`config.mk`:
```
export PLATFORM = sky130hd
export DESIGN_NAME = software_timer_bank
export DESIGN_NICKNAME = d
export VERILOG_FILES = /design/src/hdl/stb_pkg.sv /design/src/hdl/stb_ctrl.sv /design/src/hdl/stb_datapath.sv /design/src/hdl/software_timer_bank.sv
export VERILOG_INCLUDE_DIRS = /design/src /design/src/hdl
export SDC_FILE = /design/constraint.sdc
export NUM_CORES = 1
export LEC_CHECK = 0
export BUFFER_PORTS_ARGS = -buffer_cell sky130_fd_sc_hd__buf_2
export CAP_MARGIN = 30
export CORE_MARGIN = 2
export CORE_UTILIZATION = 54
export DETAILED_ROUTE_END_ITERATION = 12
export PLACE_DENSITY = 0.71
export SLEW_MARGIN = 10
export SYNTH_ARGS = -nofsm -noshare
export SYNTH_HDL_FRONTEND = slang
export SYNTH_SLANG_ARGS = --single-unit
```
`constraint.sdc`:
```
create_clock -name clk -period 6.55 [get_ports clk]
set_clock_uncertainty 0.05 [all_clocks]
set_input_delay 0.9825 -clock clk [delete_from_list [all_inputs] [get_ports clk]]
set_output_delay 0.9825 -clock clk [all_outputs]
set_load 0.01 [all_outputs]
```
`src/hdl/assert_macros.svh`:
```
// assertion macros shared by the timer bank rtl
`ifndef ASSERT_MACROS_SVH
`define ASSERT_MACROS_SVH

// same-cycle implication, checked outside reset
`define ASSERT_IMPL(label, ante, cons, msg) \
  label: assert property (@(posedge clk) disable iff (rst) (ante) |-> (cons)) \
    else $error(msg);

// next-cycle implication, checked outside reset
`define ASSERT_NEXT(label, ante, cons, msg) \
  label: assert property (@(posedge clk) disable iff (rst) (ante) |=> (cons)) \
    else $error(msg);

`endif

```
`src/hdl/stb_pkg.sv`:
```
// types, constants and codes shared by the timer bank modules
`timescale 1ns / 1ps

package stb_pkg;

  // bank geometry
  localparam int NUM_TIMERS = 8;
  localparam int PRESCALE   = 2;

  // request and result field widths
  localparam int OP_W    = 2;
  localparam int TIDX_W  = 3;
  localparam int COUNT_W = 16;

  // derived widths
  localparam int IDX_W  = (NUM_TIMERS > 1) ? $clog2(NUM_TIMERS) : 1;
  localparam int NEXP_W = $clog2(NUM_TIMERS + 1);
  localparam int PH_W   = (PRESCALE > 1) ? $clog2(PRESCALE) : 1;

  // operation codes
  localparam logic [OP_W-1:0] OP_TICK = 2'd0;
  localparam logic [OP_W-1:0] OP_SET  = 2'd1;
  localparam logic [OP_W-1:0] OP_STOP = 2'd2;

  // one request
  typedef struct packed {
    logic [OP_W-1:0]           operation;
    logic [TIDX_W-1:0]         timer_index;
    logic signed [COUNT_W-1:0] count_value;
    logic                      notify_enable;
  } req_t;

  // one result
  typedef struct packed {
    logic              expired;
    logic [TIDX_W-1:0] expired_index;
    logic              last;
    logic              ticking;
  } rsp_t;

  // controller to datapath commands
  typedef struct packed {
    logic accept;     // request taken this cycle
    logic sweep;      // one step of the countdown pass
    logic scan;       // advance the expiry scan pointer
    logic emit_none;  // push the single no-expiry result of an acting tick
    logic emit_exp;   // push the expiry at the scan pointer
  } cmd_t;

  // datapath to controller status
  typedef struct packed {
    logic slot_free;   // result register can take a new result
    logic acting;      // presented request is a tick that runs the pass
    logic sweep_last;  // final timer is being processed
    logic nexp_zero;   // no expiries left to report
    logic mask_bit;    // timer at the scan pointer expired with notify
    logic exp_last;    // one expiry left to report
  } sts_t;

endpackage

```
`src/hdl/stb_ctrl.sv`:
```
// sequencing state machine for the timer bank
`timescale 1ns / 1ps

module stb_ctrl (
  input  logic          clk,
  input  logic          rst,
  input  logic          req_valid,
  output logic          req_stall,
  input  stb_pkg::sts_t sts,
  output stb_pkg::cmd_t cmd
);

  typedef enum logic [2:0] {
    ST_IDLE  = 3'b001,
    ST_SWEEP = 3'b010,
    ST_EMIT  = 3'b100
  } state_t;

  state_t state, state_next;

  // state register
  always_ff @(posedge clk) begin
    if (rst) begin
      state <= ST_IDLE;
    end else begin
      state <= state_next;
    end
  end

  // requests are taken only when idle with room for a result
  assign req_stall = !((state == ST_IDLE) && sts.slot_free);

  // next state and commands
  always_comb begin
    state_next = state;
    cmd        = '0;
    case (state)
      ST_IDLE: begin
        if (req_valid && sts.slot_free) begin
          cmd.accept = 1'b1;
          if (sts.acting) begin
            state_next = ST_SWEEP;
          end
        end
      end
      ST_SWEEP: begin
        cmd.sweep = 1'b1;
        if (sts.sweep_last) begin
          state_next = ST_EMIT;
        end
      end
      ST_EMIT: begin
        if (sts.nexp_zero) begin
          if (sts.slot_free) begin
            cmd.emit_none = 1'b1;
            state_next    = ST_IDLE;
          end
        end else if (!sts.mask_bit) begin
          cmd.scan = 1'b1;
        end else if (sts.slot_free) begin
          cmd.emit_exp = 1'b1;
          cmd.scan     = 1'b1;
          if (sts.exp_last) begin
            state_next = ST_IDLE;
          end
        end
      end
      default: begin
        state_next = ST_IDLE;
      end
    endcase
  end

endmodule

```
`src/hdl/stb_datapath.sv`:
```
// count memory, prescaler, expiry mask and result register of the timer bank
`timescale 1ns / 1ps

module stb_datapath (
  input  logic          clk,
  input  logic          rst,
  input  stb_pkg::req_t req_data,
  input  stb_pkg::cmd_t cmd,
  output stb_pkg::sts_t sts,
  output logic          rsp_valid,
  input  logic          rsp_stall,
  output stb_pkg::rsp_t rsp_data
);

  localparam logic [stb_pkg::IDX_W-1:0] IDX_LAST = stb_pkg::IDX_W'(stb_pkg::NUM_TIMERS - 1);
  localparam logic [stb_pkg::PH_W-1:0]  PH_LAST  = stb_pkg::PH_W'(stb_pkg::PRESCALE - 1);

  logic [stb_pkg::COUNT_W-1:0] mem [stb_pkg::NUM_TIMERS];
  logic [stb_pkg::NUM_TIMERS-1:0] cnt_valid;
  logic [stb_pkg::NUM_TIMERS-1:0] notify_bits;
  logic [stb_pkg::NUM_TIMERS-1:0] exp_mask;

  logic [stb_pkg::IDX_W-1:0]   ptr, ptr_inc, rd_idx, req_idx, wr_addr;
  logic [stb_pkg::COUNT_W-1:0] rd_raw, cur_count, set_count, wr_data;
  logic                        rd_vld, rd_pend, wr_en;
  logic [stb_pkg::PH_W-1:0]    phase;
  logic                        tick_enable, running;
  logic [stb_pkg::NEXP_W-1:0]  nexp;
  logic                        in_range, is_tick, is_set, is_stop, acting;
  logic                        proc, dec, expire, sweep_last, load;
  stb_pkg::rsp_t               rsp_next;

  // request decode
  assign req_idx   = stb_pkg::IDX_W'(req_data.timer_index);
  assign in_range  = (32'(req_data.timer_index) < stb_pkg::NUM_TIMERS);
  assign is_tick   = (req_data.operation == stb_pkg::OP_TICK);
  assign is_set    = (req_data.operation == stb_pkg::OP_SET) && in_range;
  assign is_stop   = (req_data.operation == stb_pkg::OP_STOP) && in_range;
  assign set_count = req_data.count_value + stb_pkg::COUNT_W'(1);
  assign acting    = is_tick && tick_enable && (phase == PH_LAST);

  // countdown pass on the registered memory read
  assign cur_count  = rd_vld ? rd_raw : '0;
  assign proc       = cmd.sweep && rd_pend;
  assign dec        = proc && (cur_count > stb_pkg::COUNT_W'(1));
  assign expire     = proc && (cur_count == stb_pkg::COUNT_W'(1));
  assign sweep_last = rd_pend && (rd_idx == IDX_LAST);
  assign ptr_inc    = (ptr == IDX_LAST) ? '0 : ptr + stb_pkg::IDX_W'(1);

  // single write port shared by set, stop and the pass
  always_comb begin
    wr_en   = 1'b0;
    wr_addr = req_idx;
    wr_data = '0;
    if (cmd.accept && is_set) begin
      wr_en   = 1'b1;
      wr_data = set_count;
    end else if (cmd.accept && is_stop) begin
      wr_en   = 1'b1;
    end else if (dec) begin
      wr_en   = 1'b1;
      wr_addr = rd_idx;
      wr_data = cur_count - stb_pkg::COUNT_W'(1);
    end else if (expire) begin
      wr_en   = 1'b1;
      wr_addr = rd_idx;
    end
  end

  // count memory
  always_ff @(posedge clk) begin
    if (wr_en) begin
      mem[wr_addr] <= wr_data;
    end
    rd_raw <= mem[ptr];
  end

  // entry valid bits, an unwritten count reads as zero
  always_ff @(posedge clk) begin
    if (rst) begin
      cnt_valid <= '0;
      rd_vld    <= 1'b0;
    end else begin
      if (wr_en) begin
        cnt_valid[wr_addr] <= 1'b1;
      end
      rd_vld <= cnt_valid[ptr];
    end
  end

  // notify bits
  always_ff @(posedge clk) begin
    if (rst) begin
      notify_bits <= '0;
    end else if (cmd.accept && is_set) begin
      notify_bits[req_idx] <= req_data.notify_enable;
    end else if (cmd.accept && is_stop) begin
      notify_bits[req_idx] <= 1'b0;
    end
  end

  // pointer, read tracking, pass summary and expiry bookkeeping
  always_ff @(posedge clk) begin
    if (rst) begin
      ptr      <= '0;
      rd_idx   <= '0;
      rd_pend  <= 1'b0;
      running  <= 1'b0;
      nexp     <= '0;
      exp_mask <= '0;
    end else begin
      rd_idx <= ptr;
      if (cmd.accept && acting) begin
        ptr      <= '0;
        rd_pend  <= 1'b0;
        running  <= 1'b0;
        nexp     <= '0;
        exp_mask <= '0;
      end else begin
        if (cmd.sweep) begin
          rd_pend <= 1'b1;
          ptr     <= sweep_last ? '0 : ptr_inc;
        end else if (cmd.scan) begin
          ptr <= ptr_inc;
        end
        if (dec) begin
          running <= 1'b1;
        end
        if (expire && notify_bits[rd_idx]) begin
          exp_mask[rd_idx] <= 1'b1;
          nexp             <= nexp + stb_pkg::NEXP_W'(1);
        end else if (cmd.emit_exp) begin
          nexp <= nexp - stb_pkg::NEXP_W'(1);
        end
      end
    end
  end

  // tick enable and prescaler phase
  always_ff @(posedge clk) begin
    if (rst) begin
      tick_enable <= 1'b0;
      phase       <= '0;
    end else begin
      if (cmd.accept && is_tick && tick_enable) begin
        phase <= acting ? '0 : phase + stb_pkg::PH_W'(1);
      end
      if (cmd.accept && is_set && (set_count != '0)) begin
        tick_enable <= 1'b1;
      end else if (proc && sweep_last) begin
        tick_enable <= running || dec;
      end
    end
  end

  // next result
  always_comb begin
    rsp_next.expired       = 1'b0;
    rsp_next.expired_index = '0;
    rsp_next.last          = 1'b1;
    rsp_next.ticking       = tick_enable;
    if (cmd.emit_exp) begin
      rsp_next.expired       = 1'b1;
      rsp_next.expired_index = stb_pkg::TIDX_W'(ptr);
      rsp_next.last          = (nexp == stb_pkg::NEXP_W'(1));
    end else if (cmd.accept && is_set && (set_count != '0)) begin
      rsp_next.ticking = 1'b1;
    end
  end

  assign load = (cmd.accept && !acting) || cmd.emit_none || cmd.emit_exp;

  // result register
  always_ff @(posedge clk) begin
    if (rst) begin
      rsp_valid <= 1'b0;
    end else if (load) begin
      rsp_valid <= 1'b1;
    end else if (!rsp_stall) begin
      rsp_valid <= 1'b0;
    end
  end

  always_ff @(posedge clk) begin
    if (load) begin
      rsp_data <= rsp_next;
    end
  end

  // status to the controller
  assign sts.slot_free  = !rsp_valid || !rsp_stall;
  assign sts.acting     = acting;
  assign sts.sweep_last = sweep_last;
  assign sts.nexp_zero  = (nexp == '0);
  assign sts.mask_bit   = exp_mask[ptr];
  assign sts.exp_last   = (nexp == stb_pkg::NEXP_W'(1));

endmodule

```
`src/hdl/software_timer_bank.sv`:
```
// Bank of eight one-shot countdown timers run from a base tick. A set request loads a
// timer with count_value plus one and its notify bit, a stop request clears it, and a
// tick request, while ticking is enabled, runs a countdown pass on every second tick
// that reports each notifying timer reaching its end as one expiry result, in index
// order, with last on the final one. Set, stop and non-acting ticks give one result.
// An acting tick walks the count memory one timer per cycle through a registered
// read, then scans the expiry mask one timer per cycle up to the last expiry, pausing
// at each expiry while the result side stalls, or gives one result with no expiry
// when none is reported. Counts are cleared at reset through per-entry valid bits,
// so the bank takes requests straight after reset.
`timescale 1ns / 1ps
`include "assert_macros.svh"

module software_timer_bank (
  input  logic          clk,
  input  logic          rst,
  input  logic          req_valid,
  output logic          req_stall,
  input  stb_pkg::req_t req_data,
  output logic          rsp_valid,
  input  logic          rsp_stall,
  output stb_pkg::rsp_t rsp_data
);

  stb_pkg::cmd_t cmd;
  stb_pkg::sts_t sts;

  // sequencing
  stb_ctrl u_ctrl (
    .clk       (clk),
    .rst       (rst),
    .req_valid (req_valid),
    .req_stall (req_stall),
    .sts       (sts),
    .cmd       (cmd)
  );

  // storage and result path
  stb_datapath u_datapath (
    .clk       (clk),
    .rst       (rst),
    .req_data  (req_data),
    .cmd       (cmd),
    .sts       (sts),
    .rsp_valid (rsp_valid),
    .rsp_stall (rsp_stall),
    .rsp_data  (rsp_data)
  );

  // a full, stalled result register holds off new requests
  `ASSERT_IMPL(a_full_holds_req, rsp_valid && rsp_stall, req_stall,
               "request taken while result blocked")
  // results without an expiry are always single and carry index zero
  `ASSERT_IMPL(a_plain_result, rsp_valid && !rsp_data.expired,
               rsp_data.last && (rsp_data.expired_index == '0), "malformed plain result")
  // no request is taken while the countdown pass is still running
  `ASSERT_NEXT(a_pass_busy, cmd.sweep, req_stall, "request taken during countdown pass")

endmodule
```
; Word level (Yosys, flattened, before mapping)
; Memory sizes are Yosys's and may differ from the RTL's. A register that Yosys moved wholly into a read port is not among the register bits.
; Index checks and enable logic that the tools add are counted.
[classes]
bitwise_logic = 4
addsub = 6
n_reduce_logical = 37
eq_ne = 16
mux = 62
n_lt_le_gt_ge = 8
[op_table]
columns = op, count
row1 = two-way mux 16 bit, 4
row2 = two-way mux 3 bit, 17
row3 = two-way mux 1 bit, 28
row4 = logical AND 1 bit, 20
row5 = "adder 16 x 2 -> 16 bit, second input constant", 1
row6 = "== test 16 x 1 -> 1 bit, second input constant", 1
row7 = "greater-than comparator 16 x 1 -> 1 bit, second input constant", 1
row8 = "< comparator 3 x 4 -> 1 bit, second input constant", 4
row9 = two-way mux 8 bit, 2
row10 = bitwise OR 8 bit, 2
row11 = nonzero test 16 bit, 1
row12 = "subtractor 16 x 1 -> 16 bit, second input constant", 1
row13 = binary-select mux 1 bit (select 3 bit), 3
row14 = demux 1 bit (select 3 bit), 3
row15 = "== test 3 bit, second input constant", 3
row16 = "greater-or-equal comparator 3 x 1 -> 1 bit, second input constant", 3
row17 = case mux 3 bit (3 select lines), 1
row18 = bitwise AND 8 bit, 1
row19 = bitwise mux 8 bit, 1
row20 = two-way mux 4 bit, 2
row21 = "!= test 2 x 1 -> 1 bit, second input constant", 4
row22 = inverter 8 bit, 1
row23 = nonzero test 2 bit, 4
row24 = AND reduction 6 bit, 1
row25 = other kinds (18), 24
[word_totals]
ramBits = 128
in_bits = 26
ff_bits = 49
out_inout_bits = 8
mem_count = 1
[mem_list]
columns = memory, words, word_bits, rd, rd_ports_with_merged_regs, wr, line
row1 = u_datapath.mem, 8, 16, 1, 1, 1, stb_datapath.sv:18  ; logic [stb_pkg::COUNT_W-1:0] mem [stb_pkg::NUM_TIMERS];

; Logic depth before layout (Yosys ltp)
[logic_depth]
word_depth = 13
mapped_depth = 11

; By module
; A second synthesis with hierarchy kept.
[unflattened]
cells_unflattened = 623
hier_area_um2 = 8519.4
[modules_own_cells]
columns = mod, area_per_inst_um2, n_inst, cells_each
row1 = stb_datapath, 8310.5, 1, 598
row2 = stb_ctrl, 209.0, 1, 25

; Worst setup path after synthesis
; OpenSTA, ideal clock, no wires.
[synth_timing]
path_kind = flip-flop to flip-flop
startpoint = reg u_datapath.rd_vld
endpoint = mem u_datapath.mem[1][0] (netlist bit), enable pin
required_ns = 6.083
setup_time_ns = 0.417
path_stages_with_launch = 9
t_arrival_ns = 2.833
path_buffers = 2
slack_ns = 3.250
period_less_slack_ns = 3.300
path_cell_list = dfxtp_1 clkbuf_1 clkbuf_1 nand2_1 ha_1 inv_1 o41a_1 nand2_1 o31ai_1
[synth_via]
elab_chain_cells = 9
word_cells_on_any_way = 15
classes_between = 1 x order compare / 1 x eq/ne / 11 x mux / 2 x reduce/logical
[synth_rtl]
columns = element, line
row1 = start: declaration, stb_datapath.sv:25  ; logic rd_vld, rd_pend, wr_en;
row2 = start signal: assignment, stb_datapath.sv:87  ; rd_vld <= cnt_valid[ptr];
row3 = two-way mux 16 bit (*), stb_datapath.sv:43  ; assign cur_count = rd_vld ? rd_raw : '0;
row4 = branches (longest 8 deep; another with greater-than comparator 16 x 1 -> 1 bit), --
row5 = end: declaration, stb_datapath.sv:18
; Mark *: on every way between the ends.

; Worst setup path after layout
[layout_timing]
startpoint = in rsp_stall
endpoint = mem u_datapath.mem[1][7] (netlist bit) (data pin)
[layout_via]
elab_chain_cells = 8
word_cells_on_any_way = 9
classes_between = 4 x mux / 5 x reduce/logical
[layout_rtl]
columns = element, line
row1 = start: declaration, software_timer_bank.sv:21  ; input logic rsp_stall,
row2 = zero test 1 bit (*), --
row3 = logical OR 1 bit (*), stb_datapath.sv:191  ; assign sts.slot_free = !rsp_valid || !rsp_stall;
row4 = logical AND 1 bit (*), stb_ctrl.sv:39  ; if (req_valid && sts.slot_free) begin
row5 = two-way mux 1 bit (*), stb_ctrl.sv:39
row6 = two-way mux 1 bit (*), stb_ctrl.sv:37  ; case (state)
row7 = logical AND 1 bit, stb_datapath.sv:58  ; end else if (cmd.accept && is_stop) begin
row8 = two-way mux 16 bit, stb_datapath.sv:58
row9 = two-way mux 16 bit (*), stb_datapath.sv:55  ; if (cmd.accept && is_set) begin
row10 = "net u_datapath.wr_data, one bit", stb_datapath.sv:24  ; logic [stb_pkg::COUNT_W-1:0] rd_raw, cur_count, set_count, wr_data;
; The timed path passes the listed nets; every way through them passes the cells marked *.

==> metrics.txt <==
# TYPE chip_impl_metric gauge
chip_impl_info{name="startpoint_type",value="input pin"} 1
chip_impl_metric{name="timing.critical_path.arrival",unit="ns"} 3.30
chip_impl_metric{name="die_height",unit="um"} 128.5
chip_impl_metric{name="core_region_area",unit="um2"} 15200
chip_impl_metric{name="cts_repair_resize_count",unit=""} 0
chip_impl_metric{name="crit_required",unit="ns"} 6.64
chip_impl_metric{name="slew_headroom",unit="%"} 33.00
chip_impl_metric{name="achievable-frequency",unit="MHz"} 311.6
chip_impl_info{name="grt_setup_unrepaired",value="no"} 1
chip_impl_metric{name="grt_pass1_vias",unit=""} 5201
chip_impl_metric{name="ys_seq_elements",unit=""} 193
chip_impl_metric{name="yosysUniqueCellTypes",unit=""} 53
chip_impl_metric{name="drive_above_1_share",unit="%"} 22.04
chip_impl_info{name="critical_path_class",value="in2reg"} 1
chip_impl_metric{name="grt_use_total",unit="%"} 23.24
chip_impl_metric{name="power.static_leakage",unit="nW"} 2.854
chip_impl_metric{name="holdPathStages",unit=""} 2
chip_impl_metric{name="clock-sinks",unit=""} 193
chip_impl_metric{name="crit_path_max_fanout",unit=""} 20
chip_impl_metric{name="max_slew.worst_pin.slew",unit="ns"} 1.002
chip_impl_metric{name="number_of_buffers_inserted_by_hold_repair_at_cts",unit=""} 0
chip_impl_metric{name="cts.path.max_buffers",unit=""} 2
chip_impl_info{name="min-delay-path-class",value="reg2reg"} 1
chip_impl_metric{name="grt_start_max_net_pins",unit=""} 39
chip_impl_metric{name="timing_hold_violations_final",unit=""} 0
chip_impl_metric{name="finish.utilization",unit="%"} 61.59
chip_impl_metric{name="r2r_cells",unit=""} 6
chip_impl_metric{name="io-pin-count",unit=""} 34
chip_impl_metric{name="avgViaCountPerCell",unit=""} 6.299
chip_impl_info{name="post-synth-top-count-cell",value="sky130_fd_sc_hd__edfxtp_1"} 1
chip_impl_metric{name="setup-violations-final",unit=""} 0
chip_impl_metric{name="slew_viol_final",unit=""} 0
chip_impl_metric{name="avgSynthCellArea",unit="um2"} 13.71
chip_impl_metric{name="power.ir.vdd_worst",unit="mV"} 0.2080
chip_impl_info{name="synth_largest_area_cell",value="sky130_fd_sc_hd__edfxtp_1"} 1
chip_impl_info{name="worst_setup_path_end_kind",value="register"} 1
chip_impl_metric{name="global_route_wire_length_before_repair",unit="um"} 28480
chip_impl_info{name="outcome",value="finished, final reports clean"} 1
chip_impl_metric{name="dr_total_vias",unit=""} 5329
chip_impl_metric{name="netlist.area_leader.share",unit="%"} 48.05
chip_impl_metric{name="antenna_cells_inserted",unit=""} 0
chip_impl_metric{name="yosys_warnings",unit=""} 0
chip_impl_info{name="top_cell_types_by_occurrence_after_synthesis",value="134 x sky130_fd_sc_hd__edfxtp_1, 59 x sky130_fd_sc_hd__dfxtp_1, 43 x sky130_fd_sc_hd__nand2_1"} 1
chip_impl_info{name="postSynth.topFlopCell",value="sky130_fd_sc_hd__edfxtp_1"} 1
chip_impl_metric{name="port_buffers",unit=""} 33
chip_impl_metric{name="finalWeightedCongestion",unit=""} 0.8397
chip_impl_info{name="ctsRootBufferMaster",value="sky130_fd_sc_hd__clkbuf_16"} 1
chip_impl_metric{name="cts.htree.levels",unit=""} 4
chip_impl_metric{name="final.period_utilization",unit="%"} 49.00
chip_impl_metric{name="place_hpwl",unit="um"} 11890
chip_impl_metric{name="number_of_synthesized_flops_with_an_enable_pin",unit=""} 134
chip_impl_metric{name="tns",unit="ns"} 0
chip_impl_metric{name="areaGrowthSynthToFinish",unit="%"} 11.80
chip_impl_metric{name="synth_nets",unit=""} 645
chip_impl_info{name="synth.top_cells.by_area",value="sky130_fd_sc_hd__edfxtp_1 48%, sky130_fd_sc_hd__dfxtp_1 14%, sky130_fd_sc_hd__mux4_2 9.7%"} 1
chip_impl_metric{name="clk_pin_slew",unit="ns"} 0.07
chip_impl_metric{name="routed_wire_length_per_instance",unit="um"} 21.64
chip_impl_metric{name="chipWidth",unit="um"} 128.5
chip_impl_metric{name="route.detailed.drc",unit=""} 0
chip_impl_metric{name="synthesis.area",unit="um2"} 8374
chip_impl_metric{name="design.die.area",unit="um2"} 16520
chip_impl_metric{name="synthesized_instance_count",unit=""} 611
chip_impl_metric{name="yosysSeqAreaShare",unit="%"} 62.15
chip_impl_metric{name="layout.nets",unit=""} 679
chip_impl_metric{name="floorplan.rows",unit=""} 45
chip_impl_metric{name="cap_violations",unit=""} 0
chip_impl_metric{name="clock_latency",unit="ns"} 0.44
chip_impl_metric{name="overflow",unit=""} 0
chip_impl_metric{name="power_per_cell_area",unit="nW/um2"} 256.8
chip_impl_metric{name="timing.final.crit_period",unit="ns"} 3.209
chip_impl_metric{name="totalPowerFinal",unit="mW"} 2.404
chip_impl_info{name="clock_tree_from_tritoncts",value="built"} 1
chip_impl_metric{name="cts_inserted_buffers",unit=""} 17
chip_impl_metric{name="initialDrtViolationCount",unit=""} 430
chip_impl_metric{name="final_antenna_net_count",unit=""} 0
chip_impl_metric{name="first_pass_iters",unit=""} 4
chip_impl_metric{name="wl",unit="um"} 18310
chip_impl_metric{name="floorplan.initialDensity",unit="%"} 55.09
chip_impl_metric{name="cts.repair_timing.setup_buffer_count",unit=""} 0
chip_impl_metric{name="antenna_violations_before_repair",unit=""} 0
chip_impl_metric{name="synth_async_sr_flop_share",unit="%"} 0
[registers in the layout (all words and copies together), names as in the netlist]
name	cells
u_datapath.ptr	3
u_datapath.rsp_data	6
u_datapath.rsp_valid	1
u_datapath.exp_mask	8
u_datapath.rd_idx	3
u_datapath.rd_pend	1
u_datapath.phase	1
u_datapath.rd_raw	16
u_datapath.cnt_valid	8
u_datapath.mem	128
u_ctrl.state	3
u_datapath.nexp	4
u_datapath.tick_enable	1
u_datapath.rd_vld	1
u_datapath.running	1
u_datapath.notify_bits	8
[cell usage in the layout (no fill, tap or decap), types with 5 or more instances in the layout]
master / n
sky130_fd_sc_hd__a21oi_1: 24
sky130_fd_sc_hd__a22oi_1: 8
sky130_fd_sc_hd__a31oi_1: 11
sky130_fd_sc_hd__a32oi_1: 5
sky130_fd_sc_hd__and2_1: 7
sky130_fd_sc_hd__and3_1: 8
sky130_fd_sc_hd__buf_2: 35
sky130_fd_sc_hd__buf_4: 8
sky130_fd_sc_hd__clkbuf_16: 17
sky130_fd_sc_hd__clkinv_4: 5
sky130_fd_sc_hd__dfxtp_1: 57
sky130_fd_sc_hd__edfxtp_1: 134
sky130_fd_sc_hd__ha_1: 8
sky130_fd_sc_hd__inv_1: 14
sky130_fd_sc_hd__inv_6: 5
sky130_fd_sc_hd__mux2_2: 17
sky130_fd_sc_hd__mux4_2: 36
sky130_fd_sc_hd__nand2_1: 43
sky130_fd_sc_hd__nand2b_1: 9
sky130_fd_sc_hd__nand3_1: 15
sky130_fd_sc_hd__nor2_1: 39
sky130_fd_sc_hd__nor2b_1: 8
sky130_fd_sc_hd__nor3_1: 9
sky130_fd_sc_hd__nor3b_1: 7
sky130_fd_sc_hd__nor4_1: 7
sky130_fd_sc_hd__o21ai_0: 11
sky130_fd_sc_hd__o22ai_1: 14
sky130_fd_sc_hd__o31ai_1: 6
sky130_fd_sc_hd__or3_1: 6
sky130_fd_sc_hd__or4_1: 5
sky130_fd_sc_hd__xnor2_1: 15
sky130_fd_sc_hd__xor2_1: 9
[power breakdown]
part | internal, mW | switching (mW) | total, mW
sequential | 1.32 | 0.00812 | 1.33
clock | 0.504 | 0.487 | 0.991
combinational | 0.0312 | 0.0564 | 0.0876
[logic make-up after synthesis]
family / count (synthesis) / share of synthesized area [%]
buf+inv: 46 / 2.241
xor+xnor: 24 / 2.510
simple gates: 177 / 10.95
fa+ha+maj: 8 / 1.195
mux: 58 / 12.58
compound gates: 105 / 8.367
flops: 193 / 62.15
[critical path, cell delays in order]
cell and delay, ns:
sky130_fd_sc_hd__buf_2 0.09, sky130_fd_sc_hd__nand2_1 0.17, sky130_fd_sc_hd__and4b_1 0.41, sky130_fd_sc_hd__nand3b_1 0.74, sky130_fd_sc_hd__o21ai_0 0.88
[cell type report]
class | count | area, um2
clock buffer | 17 | 425.4
clock inverter | 15 | 137.6
fill | 1144 | 5839
inverter | 14 | 52.55
multi-input combinational | 372 | 3009
sequential | 193 | 5207
tap | 188 | 235.2
timing repair buffer | 47 | 295.3
[stage by stage]
step	cell area (um2)	setup WS, ns	hold slack (ns)	instances
global placement	8730	3.034	0.3895	808
detailed placement	8730	2.907	0.4007	808
global route	9363	3.094	0.4337	846
CTS	9293	3.361	0.4112	840
finish	9363	3.341	0.4139	846
floorplan	8374	3.250	0.3757	611
[layer usage]
metal / track usage (%) / wire length, um / vias to the layer above
li1: - / - / 2431
met1: 30.75 / 7827 / 2675
met2: 37.80 / 9051 / 195
met3: 5.114 / 1043 / 28
met4: 9.527 / 384 / 0
met5: 0 / 0 / -
[path summary, 6_finish.rpt]
check                        start                    to  slack (ns)
max                      rsp_stall  u_datapath.mem[1][7]        3.34
max reg2reg  u_datapath.rd_raw[11]  u_datapath.mem[1][7]        3.36
min             u_datapath.running    u_datapath.running        0.41
min reg2reg     u_datapath.running    u_datapath.running        0.41
No activity file was read; power rests on OpenSTA's default activity.
